==> src/hw/rtl/rau_pkg.sv <==
// types, constants and codes of the fraction arithmetic unit
package rau_pkg;
    localparam int unsigned FieldW = 32;
    localparam int unsigned DefaultWidth = 32;

    typedef enum logic [2:0] {
        OP_ADD  = 3'd0,
        OP_SUB  = 3'd1,
        OP_MUL  = 3'd2,
        OP_DIV  = 3'd3,
        OP_CMP  = 3'd4,
        OP_SIMP = 3'd5,
        OP_NOP6 = 3'd6,
        OP_NOP7 = 3'd7
    } t_op;

    typedef struct packed {
        t_op                op;
        logic signed [31:0] a_num;
        logic signed [31:0] a_den;
        logic signed [31:0] b_num;
        logic signed [31:0] b_den;
    } t_in_beat;

    typedef struct packed {
        logic signed [31:0] res_num;
        logic signed [31:0] res_den;
        logic               equal;
        logic               den_zero;
    } t_out_beat;

    // divider request and reply
    typedef struct packed {
        logic        start;
        logic [31:0] dividend;
        logic [31:0] divisor;
    } t_div_req;

    typedef struct packed {
        logic        done;
        logic [31:0] quot;
        logic [31:0] rem;
    } t_div_rsp;

    typedef enum logic [3:0] {
        ST_IDLE,
        ST_GCD_START,
        ST_GCD_WAIT,
        ST_Q1_START,
        ST_Q1_WAIT,
        ST_Q2_START,
        ST_Q2_WAIT,
        ST_MUL1,
        ST_MUL2,
        ST_DONE
    } t_state;
endpackage

==> src/hw/rtl/rau_divider.sv <==
// restoring shift-subtract divider, one quotient bit per cycle
module rau_divider (
    input  logic              i_clk,
    input  logic              i_rst_n,
    input  rau_pkg::t_div_req i_req,
    output rau_pkg::t_div_rsp o_rsp
);
    import rau_pkg::*;

    localparam int unsigned CntW = $clog2(FieldW + 1);

    logic [31:0]     r_quot, n_quot;
    logic [31:0]     r_rem, n_rem;
    logic [31:0]     r_dsr, n_dsr;
    logic [CntW-1:0] r_cnt, n_cnt;
    logic            r_busy, n_busy;
    logic            r_done, n_done;
    logic [32:0]     w_trial;

    always_comb begin
        n_quot  = r_quot;
        n_rem   = r_rem;
        n_dsr   = r_dsr;
        n_cnt   = r_cnt;
        n_busy  = r_busy;
        n_done  = 1'b0;
        w_trial = '0;
        if (i_req.start) begin
            n_quot = i_req.dividend;
            n_rem  = '0;
            n_dsr  = i_req.divisor;
            n_cnt  = CntW'(FieldW);
            n_busy = 1'b1;
        end else if (r_busy) begin
            w_trial = {r_rem, r_quot[31]} - {1'b0, r_dsr};
            if (!w_trial[32]) begin
                n_rem  = w_trial[31:0];
                n_quot = {r_quot[30:0], 1'b1};
            end else begin
                n_rem  = {r_rem[30:0], r_quot[31]};
                n_quot = {r_quot[30:0], 1'b0};
            end
            n_cnt = r_cnt - 1'b1;
            if (r_cnt == CntW'(1)) begin
                n_busy = 1'b0;
                n_done = 1'b1;
            end
        end
    end

    always_ff @(posedge i_clk) begin
        if (!i_rst_n) begin
            r_busy <= 1'b0;
            r_done <= 1'b0;
            r_cnt  <= '0;
        end else begin
            r_busy <= n_busy;
            r_done <= n_done;
            r_cnt  <= n_cnt;
        end
        r_quot <= n_quot;
        r_rem  <= n_rem;
        r_dsr  <= n_dsr;
    end

    assign o_rsp.done = r_done;
    assign o_rsp.quot = r_quot;
    assign o_rsp.rem  = r_rem;
endmodule

==> config.mk <==
export PLATFORM = sky130hd
export DESIGN_NAME = rau_divider
export DESIGN_NICKNAME = d
export VERILOG_FILES = /design/src/hw/rtl/rau_pkg.sv /design/src/hw/rtl/rau_divider.sv
export SDC_FILE = /design/constraint.sdc
export NUM_CORES = 1
export LEC_CHECK = 0
export ABC_CLOCK_PERIOD_IN_PS = 4900
export BUFFER_PORTS_ARGS = -buffer_cell sky130_fd_sc_hd__buf_2
export CORE_MARGIN = 2
export CORE_UTILIZATION = 59
export DETAILED_ROUTE_END_ITERATION = 6
export GPL_TIMING_DRIVEN = 0
export PLACE_DENSITY_LB_ADDON = 0.08
export SYNTH_ARGS = -nofsm -noshare
export SYNTH_HDL_FRONTEND = slang
export SYNTH_SLANG_ARGS = --single-unit
==> constraint.sdc <==
create_clock -name i_clk -period 4.9 [get_ports i_clk]
set_input_delay 0.245 -clock i_clk [delete_from_list [all_inputs] [get_ports i_clk]]
set_output_delay 0.245 -clock i_clk [all_outputs]
set_load 0.02 [all_outputs]
==> run summary <==
Status - completed
Synth Flop Type - edfxtp_1
# port buffers - 131
Min-Delay Path Class - in -> reg
Vias per inst - 5.59
Max H-tree Level - 3
Post-synthesis cell area - 0.00590 mm²
GRT overflow - 0
Post-synthesis mux area share - 0.103
Via Count - 4,758
Syn avg cell area - 10.5 µm²
Final Hold Fails - 0
Cells after Synth - 561
Crit end category - register
Clock root cell - clkbuf_8
WP data arrival - 4.09 ns
Share of cells above drive strength 1 - 0.267
Max Cap Viol - 0
CTS hold repair buffers - 5
I/O pins - 132
Drt initial violations - 191
Largest family of logic cells by synthesized area - compound AO/OA/AOI/OAI gates
Post-route clock skew - 0.0131 ns
Largest cells by area after synthesis - edfxtp_1, dfxtp_1, ha_1, mux2_2, mux2i_1
Fin nets - 815
# setup viols final - 0
Post-CTS Setup Inserts - 0
Inserted Clock Buffers - 9
Leak pwr - 3.26 nW
WL per Instance - 16.0 µm
Synth Area in Compound Gates - 0.152
Clock sinks - 104
Largest net degree at the start of global routing - 36
R2r setup slk - 1.11 ns
Initial Util - 0.607
Flops & latches, synth - 104
Yosys cell types - 58
Post-CTS Resized - 0
Worst-Margin Slew - 0.846 ns
Fin crit share - 0.774
N_diodes - 0
Synth warnings - 0
Launch point of the worst path - r_quot[31]$_DFFE_PP_
Fraction of registers with async set/reset - 0
Fin crit period - 3.79 ns
Syn_nets - 663
Fin Setup TNS - 0 ns
Die area - 0.0108 mm²
Max Freq - 264 MHz
Biggest area consumer among synthesized cells - edfxtp_1
Placement row count - 36
Initial antenna violation count - 0
Area Growth Syn to Fin - 19.1%
Reg2reg end - r_rem[10]$_SDFFE_PP0P_
Reg2Reg Depth - 13
Unrepaired setup endpoints after global routing - false
Global placer's final weighted congestion - 0.867
Final WL - 13,600 µm
Final Max Slew Viols - 0
CP max FO - 10
Crit path to - r_rem[10]$_SDFFE_PP0P_
First-pass GRT wire length - 22,400 µm
DRT Pass-1 Iters - 4
Die Y - 104 µm
Vias in the first global route - 4,838
Slew headroom - 0.436
Core footprint - 0.00973 mm²
DRC - 0
Post-Synth Adder-Cell Area - 0.0754
CTS tree - built
Xor/xnor cell area share of the yosys netlist - 0.0460
Clock Path Buffers - 2
Req. time, crit path - 5.20 ns
R2r startpoint - r_quot[31]$_DFFE_PP_
Min setup slack post-route - 1.11 ns
Post-synthesis simple-gate area fraction - 0.110
Seq/Total Area, Yosys - 0.461
Gr usage total - 0.258
Synth top area share - 0.325
Dpl ws - 1.16 ns
Post-synth EDFFs - 64
Clock Latency Late Sink - 0.39 ns
Critical setup path kind - reg -> reg
Die width - 104 µm
HPWL after DPL - 10,200 µm
Fill cells - 758
ANT nets after route - 0
VDD IR max - 0.261 mV
Type of element launching the critical path - register
Power Total - 2.24 mW
Clock Pin Slew Worst Setup and Hold Paths - 0.11 ns
PwrDens - 318 mW/mm²
==> layout make-up <==
type                            count  area (µm²)  share of cell area
Timing Repair Buffer              141         773               0.110
Tap cell                          133         166              0.0237
Clock inverter                      6        48.8             0.00694
Multi-Input combinational cell    389        2880               0.410
Clock buffer                       10         138              0.0196
Inverter                           46         173              0.0246
Sequential cell                   104        2720               0.387
Buffer                             22         130              0.0185
==> registers in the layout, indices dropped and copies added, names as in the netlist <==
| name | count |
|---|---|
| r_cnt | 6 |
| r_busy | 1 |
| r_dsr | 32 |
| r_quot | 32 |
| r_done | 1 |
| r_rem | 32 |
==> cell families after synthesis <==
| kind of cell | Yosys count |
|---|---|
| AND/OR/NAND/NOR | 134 |
| AO/OA/AOI/OAI | 132 |
| multiplexers | 57 |
| flip-flops | 104 |
| XOR/XNOR | 31 |
| adder cells (fa/ha/maj) | 35 |
| buffers and inverters | 68 |
==> critical path: stages (launching register included) <==
cell	delay (ns)
edfxtp_1	0.37
inv_1	0.07
ha_1	0.22
fa_1	0.40
nand2b_1	0.19
a21oi_1	0.29
o2111ai_1	0.19
and2_1	0.26
nor4_1	0.64
or4_4	0.28
nand3_4	0.16
buf_12	0.23
mux2i_1	0.11
a211oi_1	0.27
==> cell usage in the layout (no fill, tap or decap), types with 21 or more instances in the layout <==
cell,count
nand2_1,36
ha_1,34
edfxtp_1,64
mux2_2,32
inv_1,46
dfxtp_1,40
xnor2_1,21
a21oi_1,32
a211oi_1,28
mux2i_1,25
nor2_1,45
buf_2,131
==> report_power, final <==
group	total, mW	internal (mW)	switching (mW)	leakage [nW]
combinational	0.652	0.278	0.374	2.20
sequential	1.06	1.02	0.0494	0.965
clock	0.521	0.206	0.315	0.0995
==> layer usage <==
metal / GRT usage / share of wire / wire length, µm / up-vias
li1: - / - / - / 2350
met1: 0.307 / 0.43 / 5790 / 2220
met2: 0.431 / 0.48 / 6480 / 162
met3: 0.0909 / 0.077 / 1050 / 26
met4: 0.0965 / 0.021 / 279 / 0
met5: 0 / 0 / 0 / -
==> worst min-delay path by stage <==
stage              start                   to  slack, ns  cells after the start
2_1_floorplan   i_req[0]   r_dsr[0]$_DFFE_PP_       0.34                      0
3_3_place_gp   i_req[26]  r_dsr[26]$_DFFE_PP_       0.42                      1
3_5_place_dp    i_req[8]   r_dsr[8]$_DFFE_PP_       0.42                      1
4_1_cts         i_req[5]   r_dsr[5]$_DFFE_PP_     0.0004                      1
5_1_grt        i_req[31]  r_dsr[31]$_DFFE_PP_      0.002                      1
6_report       i_req[31]  r_dsr[31]$_DFFE_PP_       0.02                      1
==> cell usage after synthesis, types with 6 or more instances <==
library cell / n
nand2_1: 36
nor2_1: 45
xnor2_1: 21
dfxtp_1: 40
a21o_1: 12
a21oi_1: 32
clkbuf_1: 16
nand3_1: 10
edfxtp_1: 64
mux2i_1: 25
ha_1: 34
inv_1: 46
mux2_2: 32
o211ai_1: 7
nand2b_1: 6
a211oi_1: 28
xor2_1: 10
o21ai_0: 16
==> stage by stage <==
step / instance area, µm² / util / std cells / hold slack [ns]
finish: 7030 / 0.723 / 851 / 0.0178
global route: 7030 / 0.723 / 851 / 0.00162
CTS: 6960 / 0.716 / 846 / 0.000410
detailed placement: 6730 / 0.691 / 825 / 0.423
global placement: 6730 / 0.691 / 825 / 0.421
floorplan: 5900 / - / 561 / 0.344
(Power assumes the default switching activity.)
